## src/rtl/core/shl_pkg.sv

```systemverilog
// Shared types and character codes for the command-line lexer.
`timescale 1ns / 1ps
package shl_pkg;

  localparam int unsigned MaxRes = 3;

  localparam logic [7:0] CH_SPACE = 8'h20;
  localparam logic [7:0] CH_TAB   = 8'h09;
  localparam logic [7:0] CH_PIPE  = 8'h7C;
  localparam logic [7:0] CH_LT    = 8'h3C;
  localparam logic [7:0] CH_GT    = 8'h3E;
  localparam logic [7:0] CH_SQ    = 8'h27;
  localparam logic [7:0] CH_DQ    = 8'h22;

  typedef enum logic [1:0] {
    MODE_IDLE = 2'd0,
    MODE_WORD = 2'd1,
    MODE_SQ   = 2'd2,
    MODE_DQ   = 2'd3
  } lex_mode_e;

  typedef enum logic [1:0] {
    PEND_NONE = 2'd0,
    PEND_LT   = 2'd1,
    PEND_GT   = 2'd2
  } pend_e;

  typedef enum logic [1:0] {
    KIND_BYTE = 2'd0,
    KIND_EOW  = 2'd1,
    KIND_OP   = 2'd2
  } kind_e;

  typedef enum logic [2:0] {
    TT_WORD    = 3'd0,
    TT_PIPE    = 3'd1,
    TT_HEREDOC = 3'd2,
    TT_APPEND  = 3'd3,
    TT_IN      = 3'd4,
    TT_OUT     = 3'd5
  } tok_e;

  typedef struct packed {
    kind_e      kind;
    logic [7:0] ch;
    tok_e       tt;
    logic       last;
  } res_t;

  typedef struct packed {
    res_t [MaxRes-1:0] res;
    logic [1:0]        cnt;
    lex_mode_e         mode;
    pend_e             pend;
  } step_t;

endpackage

```

## src/rtl/core/shl_step.sv

```systemverilog
// Next-state and result logic for one input byte of the lexer.
`timescale 1ns / 1ps
module shl_step (
  input  shl_pkg::lex_mode_e mode_i,
  input  shl_pkg::pend_e     pend_i,
  input  logic [7:0]         byte_i,
  input  logic               last_i,
  output shl_pkg::step_t     step_o
);

  shl_pkg::res_t [shl_pkg::MaxRes-1:0] res;
  logic [1:0]         n;
  shl_pkg::lex_mode_e mode;
  shl_pkg::pend_e     pend;
  logic               consumed;
  logic               held_op;
  logic [7:0]         held_ch;

  always_comb begin
    res      = '0;
    n        = 2'd0;
    mode     = mode_i;
    pend     = pend_i;
    consumed = 1'b0;
    held_op  = (pend_i == shl_pkg::PEND_LT) || (pend_i == shl_pkg::PEND_GT);
    held_ch  = (pend_i == shl_pkg::PEND_LT) ? shl_pkg::CH_LT : shl_pkg::CH_GT;

    if (held_op) begin
      res[n].kind = shl_pkg::KIND_OP;
      if (byte_i == held_ch) begin
        res[n].tt = (pend_i == shl_pkg::PEND_LT) ? shl_pkg::TT_HEREDOC : shl_pkg::TT_APPEND;
        consumed  = 1'b1;
      end else begin
        res[n].tt = (pend_i == shl_pkg::PEND_LT) ? shl_pkg::TT_IN : shl_pkg::TT_OUT;
      end
      n    = n + 2'd1;
      mode = shl_pkg::MODE_IDLE;
    end
    pend = shl_pkg::PEND_NONE;

    if (!consumed) begin
      if (mode == shl_pkg::MODE_SQ || mode == shl_pkg::MODE_DQ) begin
        if (byte_i == ((mode == shl_pkg::MODE_SQ) ? shl_pkg::CH_SQ : shl_pkg::CH_DQ)) begin
          mode = shl_pkg::MODE_WORD;
        end else begin
          res[n].kind = shl_pkg::KIND_BYTE;
          res[n].ch   = byte_i;
          n           = n + 2'd1;
        end
      end else if (byte_i == shl_pkg::CH_SPACE || byte_i == shl_pkg::CH_TAB ||
                   byte_i == shl_pkg::CH_PIPE || byte_i == shl_pkg::CH_LT ||
                   byte_i == shl_pkg::CH_GT) begin
        if (mode != shl_pkg::MODE_IDLE) begin
          res[n].kind = shl_pkg::KIND_EOW;
          n           = n + 2'd1;
        end
        mode = shl_pkg::MODE_IDLE;
        if (byte_i == shl_pkg::CH_PIPE) begin
          res[n].kind = shl_pkg::KIND_OP;
          res[n].tt   = shl_pkg::TT_PIPE;
          n           = n + 2'd1;
        end else if (byte_i == shl_pkg::CH_LT) begin
          pend = shl_pkg::PEND_LT;
        end else if (byte_i == shl_pkg::CH_GT) begin
          pend = shl_pkg::PEND_GT;
        end
      end else if (byte_i == shl_pkg::CH_SQ) begin
        mode = shl_pkg::MODE_SQ;
      end else if (byte_i == shl_pkg::CH_DQ) begin
        mode = shl_pkg::MODE_DQ;
      end else begin
        res[n].kind = shl_pkg::KIND_BYTE;
        res[n].ch   = byte_i;
        n           = n + 2'd1;
        mode        = shl_pkg::MODE_WORD;
      end
    end

    if (last_i) begin
      if (mode != shl_pkg::MODE_IDLE) begin
        res[n].kind = shl_pkg::KIND_EOW;
        n           = n + 2'd1;
      end
      if (pend != shl_pkg::PEND_NONE) begin
        res[n].kind = shl_pkg::KIND_OP;
        res[n].tt   = (pend == shl_pkg::PEND_LT) ? shl_pkg::TT_IN : shl_pkg::TT_OUT;
        n           = n + 2'd1;
      end
      mode = shl_pkg::MODE_IDLE;
      pend = shl_pkg::PEND_NONE;
      case (n)
        2'd1:    res[0].last = 1'b1;
        2'd2:    res[1].last = 1'b1;
        2'd3:    res[2].last = 1'b1;
        default: ;
      endcase
    end

    step_o.res  = res;
    step_o.cnt  = n;
    step_o.mode = mode;
    step_o.pend = pend;
  end

endmodule

```

## src/rtl/core/shell_command_line_lexer.sv

```systemverilog
// Top level of the streaming command-line lexer.
// Output: the first result of a byte is registered and valid in the cycle after its input beat.
// Throughput: one byte per cycle while each byte yields at most one result and the output is ready;
// a byte yielding more results stalls input while the result register drains to its last result.
// Reset: asynchronous, active low; lexer returns between tokens with no held operator
// and the result register empty.
`timescale 1ns / 1ps
module shell_command_line_lexer (
  input  logic       clk_i,
  input  logic       rst_ni,
  input  logic       in_valid_i,
  output logic       in_ready_o,
  input  logic [7:0] byte_req_i,
  input  logic       line_end_i,
  output logic       out_valid_o,
  input  logic       out_ready_i,
  output logic [1:0] kind_o,
  output logic [7:0] char_out_o,
  output logic [2:0] token_type_o,
  output logic       line_last_o
);

  shl_pkg::lex_mode_e mode_q;
  shl_pkg::pend_e     pend_q;
  shl_pkg::res_t [shl_pkg::MaxRes-1:0] res_q;
  logic [1:0]         cnt_q, cnt_d;
  logic [1:0]         idx_q, idx_d;
  shl_pkg::step_t     step;
  shl_pkg::res_t      head;
  logic               in_fire, out_fire;

  shl_step u_step (
    .mode_i (mode_q),
    .pend_i (pend_q),
    .byte_i (byte_req_i),
    .last_i (line_end_i),
    .step_o (step)
  );

  assign out_valid_o = (cnt_q != 2'd0);
  assign out_fire    = out_valid_o && out_ready_i;
  assign in_ready_o  = (cnt_q == 2'd0) || ((cnt_q == 2'd1) && out_ready_i);
  assign in_fire     = in_valid_i && in_ready_o;

  always_comb begin
    cnt_d = cnt_q;
    idx_d = idx_q;
    if (in_fire) begin
      cnt_d = step.cnt;
      idx_d = 2'd0;
    end else if (out_fire) begin
      cnt_d = cnt_q - 2'd1;
      idx_d = idx_q + 2'd1;
    end
  end

  always_ff @(posedge clk_i or negedge rst_ni) begin
    if (!rst_ni) begin
      mode_q <= shl_pkg::MODE_IDLE;
      pend_q <= shl_pkg::PEND_NONE;
      cnt_q  <= 2'd0;
      idx_q  <= 2'd0;
    end else begin
      cnt_q <= cnt_d;
      idx_q <= idx_d;
      if (in_fire) begin
        mode_q <= step.mode;
        pend_q <= step.pend;
      end
    end
  end

  always_ff @(posedge clk_i) begin
    if (in_fire) begin
      res_q <= step.res;
    end
  end

  always_comb begin
    case (idx_q)
      2'd0:    head = res_q[0];
      2'd1:    head = res_q[1];
      2'd2:    head = res_q[2];
      default: head = res_q[0];
    endcase
  end

  assign kind_o       = head.kind;
  assign char_out_o   = head.ch;
  assign token_type_o = head.tt;
  assign line_last_o  = head.last;

endmodule

```

## config.mk

```make
export PLATFORM = sky130hd
export DESIGN_NAME = shell_command_line_lexer
export DESIGN_NICKNAME = d
export VERILOG_FILES = /design/src/rtl/core/shl_pkg.sv /design/src/rtl/core/shl_step.sv /design/src/rtl/core/shell_command_line_lexer.sv
export SDC_FILE = /design/constraint.sdc
export NUM_CORES = 1
export LEC_CHECK = 0
export ABC_AREA = 1
export BUFFER_PORTS_ARGS = -buffer_cell sky130_fd_sc_hd__buf_4
export CORE_UTILIZATION = 59
export CTS_BUF_LIST = sky130_fd_sc_hd__clkbuf_16
export CTS_CLUSTER_SIZE = 16
export DETAILED_ROUTE_END_ITERATION = 8
export PLACE_DENSITY = 0.82
export SYNTH_ARGS = -nofsm -noshare
export SYNTH_HDL_FRONTEND = slang
export SYNTH_SLANG_ARGS = --single-unit
```

## constraint.sdc

```tcl
create_clock -name clk_i -period 4.7 [get_ports clk_i]
set_input_delay 0.705 -clock clk_i [delete_from_list [all_inputs] [get_ports clk_i]]
set_output_delay 0.705 -clock clk_i [all_outputs]
set_load 0.01 [all_outputs]
```

Word level (Yosys, flattened, before mapping)
Cells that the tools add are included.

word-level totals
  register bits = 50
  output and inout bits = 16
  bits of input ports = 13
  word-level logic and storage cells = 157

cells by class
  equality and inequality tests = 20
  reductions and logical operators = 20
  order comparisons = 8
  multiplexer cells = 87
  add/subtract/negate cells = 6

operators by type and width
  operator                                                    number
  2-to-1 mux 42 bit                                           15
  bitwise mux 42 bit                                          8
  demux 14 bit (select 2 bit)                                 7
  2-to-1 mux 2 bit                                            37
  2-to-1 mux 14 bit                                           4
  == test 8 x 6 -> 1 bit, second input constant               5
  one-hot mux 14 bit (2 select lines)                         1
  == test 8 bit                                               2
  == test 2 bit, second input constant                        6
  2-to-1 mux 12 bit                                           1
  == test 2 x 1 -> 1 bit, second input constant               5
  nonzero test 2 bit                                          5
  less-than comparator 2 x 3 -> 1 bit, second input constant  3
  2-to-1 mux 1 bit                                            9
  2-to-1 mux 3 bit                                            3
  adder 2 x 1 -> 2 bit, second input constant                 4
  == test 8 x 4 -> 1 bit, second input constant               1
  == test 8 x 7 -> 1 bit, second input constant               1
  2-to-1 mux 4 bit                                            2
  logical AND 1 bit                                           7
  logical OR 1 bit                                            7
  >= comparator 2 x 1 -> 1 bit, second input constant         3
  less-than comparator 1 x 3 -> 1 bit, second input constant  1
  adder 1 x 1 -> 2 bit, second input constant                 1
  other kinds (3)                                             3

Depth between registers and ports, before layout
  word-level depth = 26
  mapped depth = 24
  gate-level depth less buffers = 24

Modules after synthesis
A second synthesis with hierarchy kept.

unflattened totals
  cell total of the unflattened synthesis = 396
  area, all modules = 3,291.9 um^2

by module, submodules not included
  module                    cells each  area each (um^2)  times used  sequential area each (um^2)
  shell_command_line_lexer  156         2,003.2           1           1,461.4
  shl_step                  240         1,288.7           1           0.0

Worst setup path after synthesis
Ideal clock, no wire load.

  path kind = flip-flop to flip-flop
  start = register pend_q[0]
  end = register res_q[14] (netlist bit), data pin
  period minus slack after synthesis = 3.779 ns
  library setup time = 0.252 ns
  arrival = 3.526 ns
  buffers on the path = 2
  data required time = 4.448 ns
  setup slack = 0.921 ns
  stages on the path, launching flop included = 24
  path through = dfrtp_1 -> inv_1 -> ha_1 -> buf_2 -> inv_1 -> buf_1 -> a21oi_1 -> inv_1 -> fa_1 -> inv_1 -> nand2_1 -> nand2_1 -> nand2_2 -> nand3_4 -> nand2_4 -> inv_1 -> ha_1 -> nand2_4 -> nand2_4 -> ha_1 -> nand2_1 -> and2_1 -> nand2_1 -> nor2_1

on the way
  longest elaborated chain between the ends = 23
  elaborated cells on any way between the ends = 73
  those cells by class = 4 x add/sub; 7 x eq/ne; 57 x mux; 5 x reduce/logical

RTL lines
  element                                                                        line                            text
  start, declared                                                                shell_command_line_lexer.sv:24  shl_pkg::pend_e pend_q;
  start signal, assigned                                                         shell_command_line_lexer.sv:60  pend_q <= shl_pkg::PEND_NONE;
  start signal, assigned                                                         shell_command_line_lexer.sv:68  pend_q <= step.pend;
  parallel branches: the longest is 22 deep, another holds adder 1 x 1 -> 2 bit  --
  2-to-1 mux 42 bit (*)                                                          shl_step.sv:79                  if (last_i) begin
  end signal, assigned                                                           shell_command_line_lexer.sv:75  res_q <= step.res;
  end, declared                                                                  shell_command_line_lexer.sv:25  shl_pkg::res_t [shl_pkg::MaxRes-1:0] res_q;

Every way passes the cells marked *. The select of a mux whose other input is x is not followed.
A chain may end at the register's enable or synchronous reset.

Worst setup path in the final report
Ends and elaborated chain as after synthesis.

==> impl_metrics.env <==
export IMPL_status="finished clean"
export IMPL_synth_cell_types=42
export IMPL_ys_flop_type="edfxtp_1"
export IMPL_syn_area_per_cell_um2=8.42
export IMPL_worst_slack_ns=0.473
export IMPL_initial_core_util=0.636
export IMPL_holdWs_ns=0.243
export IMPL_p_leak_nw=1.55
export IMPL_syn2layout_area_growth_pct=13.4
export IMPL_synth_async_reset_ratio=0.200
export IMPL_fin_tns_setup_ns=0
export IMPL_cts_buffers_inserted=5
export IMPL_slew_viol_final=0
export IMPL_irDropWorstVdd_v=0.000245
export IMPL_synth_seq_area_share=0.406
export IMPL_p_clk_frac=0.211
export IMPL_cp_end_kind="register"
export IMPL_place_congestion=0.937
export IMPL_die_h_um=71.7
export IMPL_drtIter0Drc=213
export IMPL_r2r_end="res_q[14]$_SDFFCE_PN0P_"
export IMPL_vias=2366
export IMPL_die_x_um=71.7
export IMPL_p_comb_frac=0.499
export IMPL_cts_resized=0
export IMPL_clock_skew_ns=0.00651
export IMPL_rsz0062_at_grt="false"
export IMPL_switching_share=0.387
export IMPL_numPortBuffers=28
export IMPL_m1WireLength_mm=2.79
export IMPL_viasPerCell=5.63
export IMPL_synth_common_cells="nand2_1, inv_1, nor2_1"
export IMPL_r2r_cells=21
export IMPL_syn_area_um2=2860
export IMPL_dp_hpwl_mm=4.56
export IMPL_setup_viol=0
export IMPL_root_buffer="clkbuf_16"
export IMPL_drt_wirelength_per_cell_um=14.7
export IMPL_core_area_um2=4500
export IMPL_dr_wl_met2_mm=2.92
export IMPL_row_count=24
export IMPL_wl_mm=6.17
export IMPL_antenna_found_initial=0
export IMPL_synth_most_common_cell="nand2_1"
export IMPL_overflow=0
export IMPL_postCtsHoldBufs=0
export IMPL_path_class="register to register"
export IMPL_ioPinCount=29
export IMPL_p_switching_mw=0.689
export IMPL_cp_data_arrival_time_ns=4.26
export IMPL_hold_violations=0
export IMPL_p_int_mw=1.09
export IMPL_num_nets_final=397
export IMPL_utilization=0.721
export IMPL_period_needed_ns=4.23
export IMPL_cts_buffer_depth=2
export IMPL_wl_met3_um=355
export IMPL_p_per_area_nw_per_um2=549
export IMPL_crit_required_ns=4.73
export IMPL_clock_fmax_mhz=237
export IMPL_clock_latency_ns=0.28
export IMPL_grt_first_pass_wirelength_mm=10.2
export IMPL_max_cap_violations=0
export IMPL_fin_crit_sh=0.899
export IMPL_diodes=0
export IMPL_worstReg2RegStart="pend_q[0]$_DFFE_PN0P_"
export IMPL_grt_pass1_vias=2164
export IMPL_drive_gt1_frac=0.228
export IMPL_drc=0
export IMPL_synth_top_area_frac=0.336
export IMPL_synth_edf_count=32
export IMPL_htreeDepth=2
export IMPL_ys_seq_elements=40
export IMPL_relSlewSlack=0.472
export IMPL_startpoint_type="register"
export IMPL_highest_layer="met4"
export IMPL_dieArea_um2=5130
export IMPL_grt_max_degree=42
export IMPL_ant_nets=0
export IMPL_synth_nets=370
export IMPL_cts_tree="yes"
export IMPL_synth_area_leader_cell="edfxtp_1"
export IMPL_hold_path_class="primary input to async pin"
export IMPL_r2r_setup_slack_ns=0.47
export IMPL_dp_slack_ns=0.560
export IMPL_fin_cells=420
export IMPL_path_clk_slew_ns=0.06
export IMPL_grt_usage=0.258
export IMPL_place_inst=412
export IMPL_ys_top_cells_by_area="edfxtp_1, nand2_1, dfrtp_1"
export IMPL_cts_setup_buffers=0
export IMPL_syn_inst=340
export IMPL_worst_slew_pin_slew_ns=0.792
export IMPL_cts_sinks=40
export IMPL_synth_warnings=0
export IMPL_firstDrtPassIters=5
export IMPL_crit_fanout=14
export IMPL_power_frac_seq=0.290
==> layout make-up <==
cell class | instances | area [um2]
Fill cell | 358 | 1260
Timing Repair Buffer | 29 | 218
Clock inverter | 3 | 38.8
Clock buffer | 5 | 125
Inverter | 52 | 208
Tap cell | 52 | 65.1
Sequential cell | 40 | 1160
Multi-Input combinational cell | 239 | 1430
==> sequential cells by signal, indices dropped and copies added, names as in the netlist <==
signal  cells
res_q      32
cnt_q       2
idx_q       2
mode_q      2
pend_q      2
==> cells by family after synthesis <==
family | Yosys count | share of synthesized area
simple gates | 186 | 0.336
fa+ha+maj | 17 | 0.0769
xor+xnor | 1 | 0.00306
flops | 40 | 0.406
compound gates | 34 | 0.0800
mux | 1 | 0.00350
buf+inv | 61 | 0.0948
==> placed cells by master (no fill, tap or decap), types with 2 or more instances in the layout <==
cell | synthesis | final
nor2_2 | 5 | 5
o21ai_1 | 2 | 2
nor2_8 | 2 | 2
ha_1 | 16 | 16
nand2_2 | 11 | 11
clkbuf_16 | 0 | 5
inv_1 | 41 | 42
nor2_1 | 34 | 34
edfxtp_1 | 32 | 32
inv_4 | 3 | 3
nand4_1 | 3 | 3
nand2_4 | 10 | 10
nand2_1 | 74 | 74
nor3_1 | 17 | 17
buf_4 | 1 | 29
a21oi_1 | 6 | 6
a22o_1 | 8 | 8
nor3_2 | 2 | 2
dfrtp_1 | 8 | 8
o22ai_1 | 7 | 7
o21ai_0 | 7 | 7
nand3_1 | 19 | 19
nand3_2 | 3 | 3
inv_2 | 7 | 7
==> per-layer routing <==
metal	track usage	vias to the layer above
li1	-	1171
met3	0.0295	11
met4	0.0893	0
met2	0.421	106
met1	0.360	1078
met5	0	-
==> power groups by stage <==
stage	clock network (mW)	registers [mW]	logic, mW
floorplan	0	0.514	0.615
global placement	0	0.521	0.854
detailed placement	0	0.524	0.878
CTS	0.376	0.517	0.890
global route	0.388	0.525	0.987
finish	0.375	0.517	0.890
==> worst max path at each step <==
stage                                from                      end  slack [ns]  cells past startpoint
floorplan           pend_q[0]$_DFFE_PN0P_  res_q[14]$_SDFFCE_PN0P_        0.92                     23
detailed placement  pend_q[0]$_DFFE_PN0P_  res_q[14]$_SDFFCE_PN0P_        0.56                     21
finish              pend_q[0]$_DFFE_PN0P_  res_q[14]$_SDFFCE_PN0P_        0.47                     21
CTS                 pend_q[0]$_DFFE_PN0P_  res_q[14]$_SDFFCE_PN0P_        0.49                     21
global route        pend_q[0]$_DFFE_PN0P_  res_q[14]$_SDFFCE_PN0P_        0.17                     21
global placement    pend_q[0]$_DFFE_PN0P_  res_q[14]$_SDFFCE_PN0P_        0.80                     21
==> critical path: stages (launching register included) <==
cell and delay [ns]:
dfrtp_1 0.36, inv_1 0.09, ha_1 0.50, inv_1 0.32, a21oi_1 0.36, inv_1 0.12, fa_1 0.54, inv_1 0.05
nand2_1 0.06, nand2_1 0.06, nand2_2 0.08, nand3_4 0.09, nand2_4 0.10, inv_1 0.07, ha_1 0.33, nand2_4 0.09
nand2_4 0.06, ha_1 0.28, nand2_1 0.07, and2_1 0.20, nand2_1 0.08, nor2_1 0.06
==> stage by stage <==
| stage | power (mW) | area [um2] |
|---|---|---|
| after floorplan | 1.13 | 2860 |
| after global placement | 1.38 | 3080 |
| after detailed placement | 1.40 | 3080 |
| after CTS | 1.78 | 3250 |
| after global routing | 1.90 | 3250 |
| final | 1.78 | 3250 |
Note: power is estimated with default switching activity, not from simulation.
